===== src/rtl/core/apce_pkg.sv =====
// Shared types, constants and byte-code functions for the audio processor
// command encoder. No dependencies.
package apce_pkg;

  typedef enum logic [2:0] {
    CMD_VOLUME  = 3'd0,
    CMD_BASS    = 3'd1,
    CMD_TREBLE  = 3'd2,
    CMD_BALANCE = 3'd3,
    CMD_SOURCE  = 3'd4,
    CMD_MUTE    = 3'd5,
    CMD_UNMUTE  = 3'd6
  } cmd_t;

  typedef enum logic [1:0] {
    ST_IDLE,
    ST_CALC,
    ST_SEND
  } state_t;

  localparam int NUM_SRC   = 4;
  localparam int MAX_BYTES = 8;
  localparam int SRC_W     = $clog2(NUM_SRC);
  localparam int IDX_W     = $clog2(MAX_BYTES);
  localparam int CNT_W     = $clog2(MAX_BYTES + 1);

  localparam logic [6:0]        VOL_MAX   = 7'd100;
  localparam logic [6:0]        VOL_RESET = 7'd50;
  localparam logic [1:0]        GAIN_MAX  = 2'd3;
  localparam logic signed [3:0] STEP_MAX  = 4'sd7;
  localparam logic signed [3:0] STEP_MIN  = -4'sd7;

  // 96 and 112 as high nibbles
  localparam logic [3:0] BASS_HI   = 4'h6;
  localparam logic [3:0] TREBLE_HI = 4'h7;
  // 0x80 and 0xA0 as high three bits
  localparam logic [2:0] BAL_L_HI  = 3'b100;
  localparam logic [2:0] BAL_R_HI  = 3'b101;
  localparam logic [7:0] SWITCH_BASE = 8'h40;
  localparam logic [7:0] MUTE_LEAD   = 8'h00;
  localparam logic [7:0] MUTE_ATT    = 8'h3F;

  // v*63/100 as v*330309 >> 19, exact for v in 0..100
  localparam logic [7:0]  VOL_FULL  = 8'd63;
  localparam logic [18:0] VOL_RECIP = 19'd330309;
  localparam int          VOL_SHIFT = 19;

  typedef struct packed {
    logic [6:0]        vol;
    logic signed [3:0] bass;
    logic signed [3:0] treble;
    logic signed [3:0] bal;
  } settings_t;

  localparam settings_t SETTINGS_RESET = '{
    vol: VOL_RESET, bass: 4'sd0, treble: 4'sd0, bal: 4'sd0
  };

  typedef struct packed {
    logic [7:0] cbyte;
    logic       fstart;
    logic       fend;
  } ent_t;

  typedef struct packed {
    logic             load;
    logic             calc;
    logic [IDX_W-1:0] idx;
  } dp_cmd_t;

  function automatic logic [7:0] vol_code(input logic [6:0] v);
    logic [25:0] p;
    p = 26'(v) * 26'(VOL_RECIP);
    return VOL_FULL - 8'(p >> VOL_SHIFT);
  endfunction

  function automatic logic [3:0] tone_nib(input logic signed [3:0] s);
    if (s > 4'sd0) begin
      return 4'd15 - $unsigned(s);
    end else begin
      return 4'd7 + $unsigned(s);
    end
  endfunction

  // m*31/7
  function automatic logic [4:0] bal_att(input logic [2:0] m);
    logic [4:0] r;
    unique case (m)
      3'd0: r = 5'd0;
      3'd1: r = 5'd4;
      3'd2: r = 5'd8;
      3'd3: r = 5'd13;
      3'd4: r = 5'd17;
      3'd5: r = 5'd22;
      3'd6: r = 5'd26;
      3'd7: r = 5'd31;
    endcase
    return r;
  endfunction

  function automatic logic signed [3:0] clamp_step(input logic signed [7:0] s);
    if (s < 8'(STEP_MIN)) begin
      return STEP_MIN;
    end else if (s > 8'(STEP_MAX)) begin
      return STEP_MAX;
    end else begin
      return 4'(s);
    end
  endfunction

endpackage


===== src/rtl/core/apce_dp.sv =====
// Datapath: kept settings, per-source store, byte list builder and output mux.
// Depends on apce_pkg.
module apce_dp
  import apce_pkg::*;
(
  input  logic                clk,
  input  logic                rst_n,
  input  dp_cmd_t             cmd,
  input  cmd_t                command,
  input  logic [7:0]          volume_level,
  input  logic signed [7:0]   step_level,
  input  logic [7:0]          source_select,
  input  logic [7:0]          source_gain,
  output logic [CNT_W-1:0]    cnt,
  output ent_t                out_ent,
  output logic                is_muted,
  output logic [6:0]          active_volume,
  output logic [SRC_W-1:0]    active_source
);

  cmd_t                cmd_r;
  logic [6:0]          vol_in_r;
  logic signed [3:0]   step_r;
  logic [SRC_W-1:0]    src_r;
  logic [1:0]          gain_r;
  settings_t           ld_r;

  logic [6:0]          cur_vol_r,    cur_vol_nxt;
  logic signed [3:0]   cur_bass_r,   cur_bass_nxt;
  logic signed [3:0]   cur_treble_r, cur_treble_nxt;
  logic signed [3:0]   cur_bal_r,    cur_bal_nxt;
  logic [SRC_W-1:0]    cur_src_r,    cur_src_nxt;
  logic                mute_r,       mute_nxt;

  settings_t           set_mem [NUM_SRC];
  logic [NUM_SRC-1:0]  set_vld_r;

  ent_t                ents_r [MAX_BYTES];
  ent_t                ents_nxt [MAX_BYTES];
  logic [CNT_W-1:0]    cnt_r, cnt_nxt;

  logic                wr_en;
  logic [SRC_W-1:0]    rd_addr;
  logic [6:0]          new_vol;
  logic [7:0]          vc;
  logic [7:0]          sw_byte;
  logic [7:0]          bal_l_byte;
  logic [7:0]          bal_r_byte;
  logic [3:0]          bal_mag;
  logic signed [3:0]   bal_sel;
  logic signed [3:0]   bass_sel;
  logic signed [3:0]   treble_sel;

  assign rd_addr = (source_select > 8'(NUM_SRC - 1)) ? '0 : source_select[SRC_W-1:0];

  always_ff @(posedge clk) begin
    if (cmd.load) begin
      cmd_r    <= command;
      vol_in_r <= (volume_level > 8'(VOL_MAX)) ? VOL_MAX : volume_level[6:0];
      step_r   <= clamp_step(step_level);
      src_r    <= rd_addr;
      gain_r   <= (source_gain > 8'(GAIN_MAX)) ? GAIN_MAX : source_gain[1:0];
      ld_r     <= set_vld_r[rd_addr] ? set_mem[rd_addr] : SETTINGS_RESET;
    end
  end

  assign new_vol = (cmd_r == CMD_VOLUME) ? vol_in_r :
                   (cmd_r == CMD_SOURCE) ? ld_r.vol : cur_vol_r;
  assign vc      = vol_code(new_vol);
  assign sw_byte = SWITCH_BASE + 8'({~gain_r, 3'b000}) + 8'(src_r);

  assign bal_sel    = (cmd_r == CMD_SOURCE) ? ld_r.bal    : step_r;
  assign bass_sel   = (cmd_r == CMD_SOURCE) ? ld_r.bass   : step_r;
  assign treble_sel = (cmd_r == CMD_SOURCE) ? ld_r.treble : step_r;
  assign bal_mag    = (bal_sel < 4'sd0) ? 4'(-bal_sel) : $unsigned(bal_sel);
  assign bal_l_byte = {BAL_L_HI, (bal_sel > 4'sd0) ? bal_att(bal_mag[2:0]) : 5'd0};
  assign bal_r_byte = {BAL_R_HI, (bal_sel < 4'sd0) ? bal_att(bal_mag[2:0]) : 5'd0};

  always_comb begin
    logic [CNT_W-1:0] n;
    n = '0;
    for (int i = 0; i < MAX_BYTES; i++) begin
      ents_nxt[i] = '0;
    end
    cur_vol_nxt    = cur_vol_r;
    cur_bass_nxt   = cur_bass_r;
    cur_treble_nxt = cur_treble_r;
    cur_bal_nxt    = cur_bal_r;
    cur_src_nxt    = cur_src_r;
    mute_nxt       = mute_r;
    wr_en          = 1'b0;

    unique case (cmd_r)
      CMD_VOLUME: begin
        cur_vol_nxt = new_vol;
        wr_en = 1'b1;
        ents_nxt[n[IDX_W-1:0]] = '{vc, 1'b1, 1'b1}; n = n + 1'b1;
        if (new_vol != 7'd0 && mute_r) begin
          mute_nxt = 1'b0;
          ents_nxt[n[IDX_W-1:0]] = '{MUTE_LEAD, 1'b1, 1'b0}; n = n + 1'b1;
          ents_nxt[n[IDX_W-1:0]] = '{vc, 1'b0, 1'b1}; n = n + 1'b1;
        end
      end
      CMD_BASS: begin
        cur_bass_nxt = step_r;
        wr_en = 1'b1;
        ents_nxt[n[IDX_W-1:0]] = '{{BASS_HI, tone_nib(bass_sel)}, 1'b1, 1'b1};
        n = n + 1'b1;
      end
      CMD_TREBLE: begin
        cur_treble_nxt = step_r;
        wr_en = 1'b1;
        ents_nxt[n[IDX_W-1:0]] = '{{TREBLE_HI, tone_nib(treble_sel)}, 1'b1, 1'b1};
        n = n + 1'b1;
      end
      CMD_BALANCE: begin
        cur_bal_nxt = step_r;
        wr_en = 1'b1;
        ents_nxt[n[IDX_W-1:0]] = '{bal_l_byte, 1'b1, 1'b0}; n = n + 1'b1;
        ents_nxt[n[IDX_W-1:0]] = '{bal_r_byte, 1'b0, 1'b1}; n = n + 1'b1;
      end
      CMD_SOURCE: begin
        cur_src_nxt    = src_r;
        cur_vol_nxt    = ld_r.vol;
        cur_bass_nxt   = ld_r.bass;
        cur_treble_nxt = ld_r.treble;
        cur_bal_nxt    = ld_r.bal;
        ents_nxt[n[IDX_W-1:0]] = '{sw_byte, 1'b1, 1'b1}; n = n + 1'b1;
        ents_nxt[n[IDX_W-1:0]] = '{vc, 1'b1, 1'b1}; n = n + 1'b1;
        if (new_vol != 7'd0 && mute_r) begin
          mute_nxt = 1'b0;
          ents_nxt[n[IDX_W-1:0]] = '{MUTE_LEAD, 1'b1, 1'b0}; n = n + 1'b1;
          ents_nxt[n[IDX_W-1:0]] = '{vc, 1'b0, 1'b1}; n = n + 1'b1;
        end
        ents_nxt[n[IDX_W-1:0]] = '{{BASS_HI, tone_nib(bass_sel)}, 1'b1, 1'b1};
        n = n + 1'b1;
        ents_nxt[n[IDX_W-1:0]] = '{{TREBLE_HI, tone_nib(treble_sel)}, 1'b1, 1'b1};
        n = n + 1'b1;
        ents_nxt[n[IDX_W-1:0]] = '{bal_l_byte, 1'b1, 1'b0}; n = n + 1'b1;
        ents_nxt[n[IDX_W-1:0]] = '{bal_r_byte, 1'b0, 1'b1}; n = n + 1'b1;
      end
      CMD_MUTE: begin
        if (!mute_r) begin
          mute_nxt = 1'b1;
          ents_nxt[n[IDX_W-1:0]] = '{MUTE_LEAD, 1'b1, 1'b0}; n = n + 1'b1;
          ents_nxt[n[IDX_W-1:0]] = '{MUTE_ATT, 1'b0, 1'b1}; n = n + 1'b1;
        end
      end
      CMD_UNMUTE: begin
        if (mute_r) begin
          mute_nxt = 1'b0;
          ents_nxt[n[IDX_W-1:0]] = '{MUTE_LEAD, 1'b1, 1'b0}; n = n + 1'b1;
          ents_nxt[n[IDX_W-1:0]] = '{vc, 1'b0, 1'b1}; n = n + 1'b1;
        end
      end
      default: begin
      end
    endcase
    cnt_nxt = n;
  end

  always_ff @(posedge clk) begin
    if (!rst_n) begin
      cur_vol_r    <= VOL_RESET;
      cur_bass_r   <= 4'sd0;
      cur_treble_r <= 4'sd0;
      cur_bal_r    <= 4'sd0;
      cur_src_r    <= '0;
      mute_r       <= 1'b0;
      cnt_r        <= '0;
      set_vld_r    <= '0;
    end else if (cmd.calc) begin
      cur_vol_r    <= cur_vol_nxt;
      cur_bass_r   <= cur_bass_nxt;
      cur_treble_r <= cur_treble_nxt;
      cur_bal_r    <= cur_bal_nxt;
      cur_src_r    <= cur_src_nxt;
      mute_r       <= mute_nxt;
      cnt_r        <= cnt_nxt;
      if (wr_en) begin
        set_vld_r[cur_src_r] <= 1'b1;
      end
    end
  end

  always_ff @(posedge clk) begin
    if (cmd.calc) begin
      for (int i = 0; i < MAX_BYTES; i++) begin
        ents_r[i] <= ents_nxt[i];
      end
      if (wr_en) begin
        set_mem[cur_src_r] <= '{vol: cur_vol_nxt, bass: cur_bass_nxt,
                                treble: cur_treble_nxt, bal: cur_bal_nxt};
      end
    end
  end

  assign cnt           = cnt_r;
  assign out_ent       = ents_r[cmd.idx];
  assign is_muted      = mute_r;
  assign active_volume = cur_vol_r;
  assign active_source = cur_src_r;

endmodule


===== src/rtl/core/apce_ctrl.sv =====
// Controller: accept, compute and send sequencing with the byte index.
// Depends on apce_pkg.
module apce_ctrl
  import apce_pkg::*;
(
  input  logic             clk,
  input  logic             rst_n,
  input  logic             in_tvalid,
  output logic             in_tready,
  output logic             out_tvalid,
  input  logic             out_tready,
  output logic             out_tlast,
  input  logic [CNT_W-1:0] cnt,
  output dp_cmd_t          dp_cmd
);

  state_t           state_r, state_nxt;
  logic [IDX_W-1:0] idx_r, idx_nxt;
  logic             is_last;

  assign is_last = ((CNT_W'(idx_r) + 1'b1) == cnt);

  always_ff @(posedge clk) begin
    if (!rst_n) begin
      state_r <= ST_IDLE;
      idx_r   <= '0;
    end else begin
      state_r <= state_nxt;
      idx_r   <= idx_nxt;
    end
  end

  always_comb begin
    state_nxt   = state_r;
    idx_nxt     = idx_r;
    in_tready   = 1'b0;
    out_tvalid  = 1'b0;
    out_tlast   = 1'b0;
    dp_cmd.load = 1'b0;
    dp_cmd.calc = 1'b0;
    dp_cmd.idx  = idx_r;
    unique case (state_r)
      ST_IDLE: begin
        in_tready = 1'b1;
        if (in_tvalid) begin
          dp_cmd.load = 1'b1;
          state_nxt   = ST_CALC;
        end
      end
      ST_CALC: begin
        dp_cmd.calc = 1'b1;
        idx_nxt     = '0;
        state_nxt   = ST_SEND;
      end
      ST_SEND: begin
        if (cnt == '0) begin
          state_nxt = ST_IDLE;
        end else begin
          out_tvalid = 1'b1;
          out_tlast  = is_last;
          if (out_tready) begin
            if (is_last) begin
              idx_nxt   = '0;
              state_nxt = ST_IDLE;
            end else begin
              idx_nxt = idx_r + 1'b1;
            end
          end
        end
      end
      default: begin
        state_nxt = ST_IDLE;
      end
    endcase
  end

endmodule


===== src/rtl/core/audio_processor_command_encoder.sv =====
// Audio processor command encoder, top level.
// Depends on apce_pkg, apce_ctrl and apce_dp.
//
// Usage:
// The input channel takes one audio-control command per transaction: the
// command code in in_tuser, the volume, step, source and gain operands in
// in_tdata. The block updates its settings, mute flag and per-source store
// and then sends the resulting processor bytes on the output channel, one
// byte per transaction, with frame start/end in out_tuser and out_tlast on
// the final byte of the command. Every output transaction also carries the
// mute flag, volume and source as they stand after the whole command.
// Timing: a command is accepted in ST_IDLE and its byte list is computed in
// ST_CALC, then one byte per cycle goes out while out_tready is high; a
// command gives up to 8 bytes, or none. The next command is accepted only
// after the last byte has gone.
// Reset: volume 50, tone and balance 0, source 0, unmuted, all four source
// entries back to defaults; no transaction is pending.
// Stall: with out_tready low the current byte and its flags hold steady.
module audio_processor_command_encoder
  import apce_pkg::*;
(
  input  logic        clk,
  input  logic        rst_n,
  input  logic        in_tvalid,
  output logic        in_tready,
  input  logic [31:0] in_tdata,   // volume_level, step_level, source_select, source_gain
  input  logic [2:0]  in_tuser,   // command
  output logic        out_tvalid,
  input  logic        out_tready,
  output logic [23:0] out_tdata,  // command_byte, is_muted, active_volume, active_source
  output logic [1:0]  out_tuser,  // frame_start, frame_end
  output logic        out_tlast
);

  dp_cmd_t          dp_cmd;
  logic [CNT_W-1:0] cnt;
  ent_t             out_ent;
  logic             is_muted;
  logic [6:0]       active_volume;
  logic [SRC_W-1:0] active_source;

  apce_ctrl u_ctrl (
    .clk        (clk),
    .rst_n      (rst_n),
    .in_tvalid  (in_tvalid),
    .in_tready  (in_tready),
    .out_tvalid (out_tvalid),
    .out_tready (out_tready),
    .out_tlast  (out_tlast),
    .cnt        (cnt),
    .dp_cmd     (dp_cmd)
  );

  apce_dp u_dp (
    .clk           (clk),
    .rst_n         (rst_n),
    .cmd           (dp_cmd),
    .command       (cmd_t'(in_tuser)),
    .volume_level  (in_tdata[7:0]),
    .step_level    (signed'(in_tdata[15:8])),
    .source_select (in_tdata[23:16]),
    .source_gain   (in_tdata[31:24]),
    .cnt           (cnt),
    .out_ent       (out_ent),
    .is_muted      (is_muted),
    .active_volume (active_volume),
    .active_source (active_source)
  );

  assign out_tdata = {6'd0, active_source, active_volume, is_muted, out_ent.cbyte};
  assign out_tuser = {out_ent.fend, out_ent.fstart};

`ifndef NO_ASSERTIONS
  a_no_overlap: assert property (@(posedge clk) disable iff (!rst_n)
    in_tready |-> !out_tvalid)
    else $error("input accepted while bytes are still being sent");

  a_run_continues: assert property (@(posedge clk) disable iff (!rst_n)
    out_tvalid && out_tready && !out_tlast |=> out_tvalid)
    else $error("byte run ended without a last byte");

  a_vol_range: assert property (@(posedge clk) disable iff (!rst_n)
    out_tvalid |-> out_tdata[15:9] <= VOL_MAX)
    else $error("active volume above limit");

  a_count_range: assert property (@(posedge clk) disable iff (!rst_n)
    cnt <= CNT_W'(MAX_BYTES))
    else $error("byte count above limit");
`endif

endmodule


===== config.mk =====
export PLATFORM = sky130hd
export DESIGN_NAME = audio_processor_command_encoder
export DESIGN_NICKNAME = d
export VERILOG_FILES = /design/src/rtl/core/apce_pkg.sv /design/src/rtl/core/apce_dp.sv /design/src/rtl/core/apce_ctrl.sv /design/src/rtl/core/audio_processor_command_encoder.sv
export SDC_FILE = /design/constraint.sdc
export NUM_CORES = 1
export LEC_CHECK = 0
export ABC_AREA = 1
export BUFFER_PORTS_ARGS = -buffer_cell sky130_fd_sc_hd__clkbuf_2
export CORE_MARGIN = 1
export CORE_UTILIZATION = 35
export CTS_CLUSTER_SIZE = 25
export DETAILED_ROUTE_END_ITERATION = 16
export HOLD_SLACK_MARGIN = 0.15
export PLACE_DENSITY_LB_ADDON = 0.3
export SLEW_MARGIN = 5
export SYNTH_ARGS = -nofsm -noshare
export SYNTH_HDL_FRONTEND = slang
export SYNTH_SLANG_ARGS = --single-unit

===== constraint.sdc =====
create_clock -name clk -period 5.6 [get_ports clk]
set_input_delay 1.12 -clock clk [delete_from_list [all_inputs] [get_ports clk]]
set_output_delay 1.12 -clock clk [all_outputs]
set_load 0.005 [all_outputs]

==> run metrics <==
max cap viols=0; antenna violations before repair=0; R2R setup slack=0.97 ns; post-CTS sizing=0; largest net degree at the start of global routing=just under 90; Synth Instances=roughly 1300; Seq cells post-synth=213; Final Hold Vio Count=0; Sink Count=213; worst-margin pin slew=roughly 1.1 ns; Synth Area in Adders=~6.8%; hold path depth=2; Syn Std Cell Area=roughly 11000 µm²; fin util=40.44%; Wirelength per Cell=approximately 17 µm; Worst Setup SP=u_dp.cmd_r[0]; placed cells=1721; Synth top area share=45.85%; synth warn=0; Reg-to-Reg End=u_dp.ents_r[2][7]; register area share after synthesis=approximately 52%; synth top area cells=edfxtp_1 46%, nand2_1 7.1%, dfxtp_1 6.6%; Synth cell types=51; Max VDD drop=0.2270 mV; Final period util=slightly above 80%; die area=33470 µm²; post-synth top area cell=edfxtp_1; post-synthesis compound-gate area fraction=~11%; data arrival time of the critical path=4.92 ns; post-DP HPWL=21340 µm; f_max=215.8 MHz; clock tree buffer depth=3; cell row count=between 60 and 70; Vias=between 8000 and 9000; vias in the first global route=a little under 9000; Hold Path Sink=u_dp.set_vld_r[2]; Worst-path clk slew=0.06 ns; Final Setup Violations=0; Leak Pwr=0.005586 µW; worst hold start=u_dp.set_vld_r[2]; Finished Layout Cells=1763; drt initial violations=between 600 and 700; synthesized area per cell=between 9 and 10 µm²; largest family of logic cells by synthesized area=simple AND/OR/NAND/NOR gates; Routed Antenna Nets=0; RSZ-0062 raised after global routing=false; Ports=68; GR Overflow Total=0; Post-Place Worst Slack=slightly below 1 ns; DRT Pass-1 Iters=5; share of cells above drive strength 1=between 10% and 20%; PD cells=~310 nW/µm²; buffer count from post-CTS setup fixing=0; number of diodes=0; gpl congestion=0.9102; final WL=slightly below 30000 µm; CP Capture Type=register; CTS Buf Count=23; skew final=~0.014 ns; H-tree levels=1; global-route usage over all layers=roughly 18%; IO Port Bufs=between 60 and 70; clock root buffer=clkbuf_16; Initial Util=a little over a third; XOR/XNOR Fraction of Synth Area=less than 1%; first-pass GRT wire length=~47000 µm; CP Launch Type=register; final worst-path setup slack=approximately 0.97 ns; Die Y-Extent=183.0 µm; CTS Hold Buffers Added=0; drt drc=0; Crit Path Category=reg -> reg; vias per cell=4.985; Core Region=roughly 32000 µm²; CTS tree=done; worst-path fanout max=25; Die Wd=between 150 and 200 µm; multiplexer share of the synthesized area=0%; HP Class=reg -> reg; final slew viol count=0; Area Overhead vs Synth=12.50%; startpoint of the worst-slack reg-to-reg timing path=u_dp.cmd_r[0]; Setup TNS=0 ns; Synth Area in Simple Gates=between 20% and 30%; Final nets=1409; Skew-Pair Late Insertion Delay=roughly 0.53 ns; Slew HR=27.34%; status=finished, final reports clean; Final Critical Period=between 4 and 5 ns; Worst Path Required=around 5.9 ns; cell count of the worst reg-to-reg path=18
report_power, final:
part / internal (µW) / switching [µW] / total (µW) / leakage (µW)
sequential: 1790 / 31.5 / 1820 / 0.00195
clock: 763 / 640 / 1400 / 0.000335
combinational: 247 / 556 / 802 / 0.00330
total: 2800 / 1230 / 4030 / 0.00559
cells in the mapped netlist, drive strengths merged:
master  instances
nand3          79
o21ai         112
buf            16
nand4           7
clkinv          1
or2             9
a21boi          1
nor4            3
nand2         236
conb            1
a221o           4
a21o            4
fa              6
edfxtp        175
a31oi           9
and2            1
o221ai         11
ha             53
or4             1
nor2          181
o211ai          4
a22oi           1
o21a            1
o21bai          2
nand3b          4
dfxtp          38
inv           159
xnor2           1
a21oi          53
a221oi          1
o22ai          23
xor2            4
nor3           23
clkbuf         29
cell families (layout without fill, tap and decap cells):
family / Yosys count / after routing
AO/OA/AOI/OAI: 226 / 226
XOR/XNOR: 5 / 5
adder cells (fa/ha/maj): 59 / 59
buffers and inverters: 205 / 275
flip-flops: 213 / 213
other: 1 / 6
AND/OR/NAND/NOR: 544 / 544
flip-flops by register name (all words and copies together), names as in the netlist, named ones only:
name,flops
u_dp.cur_treble_r,4
u_dp.is_muted,1
u_dp.step_r,4
u_dp.active_volume,7
u_dp.active_source,2
u_dp.ld_r,19
u_dp.gain_r,2
u_dp.vol_in_r,7
u_ctrl.state_r,2
u_dp.cnt,4
u_dp.set_mem,76
u_dp.ents_r,62
u_dp.src_r,2
u_dp.cur_bass_r,4
u_ctrl.idx_r,3
u_dp.cmd_r,3
u_dp.set_vld_r,4
u_dp.cur_bal_r,4
area by class of cell:
cell class,instances,area (µm²)
sequential,213,6016
tap,435,544.3
multi-input combinational,840,4648
clock inverter,14,87.58
timing repair buffer,73,395.4
fill,3201,18990
clock buffer,28,594.3
inverter,160,608.1
critical path, cell delays in order (launching register included):
cell	delay, ns
edfxtp_1	0.47
nor2_4	0.40
nand2_8	0.21
inv_4	0.32
nand2_2	0.13
nand3_1	0.25
ha_1	0.30
ha_1	0.34
ha_1	0.33
ha_1	0.37
nand2_1	0.16
nor3_1	0.25
nand2_1	0.13
nor4_1	0.20
nand2_1	0.11
nand3_1	0.12
nand2_1	0.08
o21ai_0	0.16
inv_1	0.05
worst max-delay path by stage:
stage | endpoint | cells past startpoint
2_1_floorplan | u_dp.ents_r[0][6] | 18
5_1_grt | u_dp.ents_r[0][6] | 16
3_3_place_gp | u_dp.ents_r[2][7] | 18
4_1_cts | u_dp.ents_r[0][6] | 16
3_5_place_dp | u_dp.ents_r[0][6] | 16
6_report | u_dp.ents_r[2][7] | 18
placed cells by master (no fill, tap or decap), types with 22 or more instances in the layout:
master and n:
a21oi_1 51, clkbuf_2 61, nor2_1 165, inv_1 150, o22ai_1 22, clkbuf_16 23, nand2_1 217, dfxtp_1 38
o21ai_0 102, ha_1 53, edfxtp_1 175, nand3_1 73
metrics by stage:
stage,power (µW),hold WS (ns),cell area [µm²]
2_1_floorplan,2405,0.4406,11480
3_3_place_gp,2652,0.4509,12210
3_5_place_dp,2651,0.4617,12210
4_1_cts,4041,0.4750,12890
5_1_grt,4201,0.4881,12890
6_report,4030,0.4710,12890
metal layers:
metal	wire length, µm	global-route usage, %
met5	0	0
met4	890	5.667
met3	1476	2.164
met2	13720	29.89
met1	13370	23.86
Power figures use the tool's default switching activity.
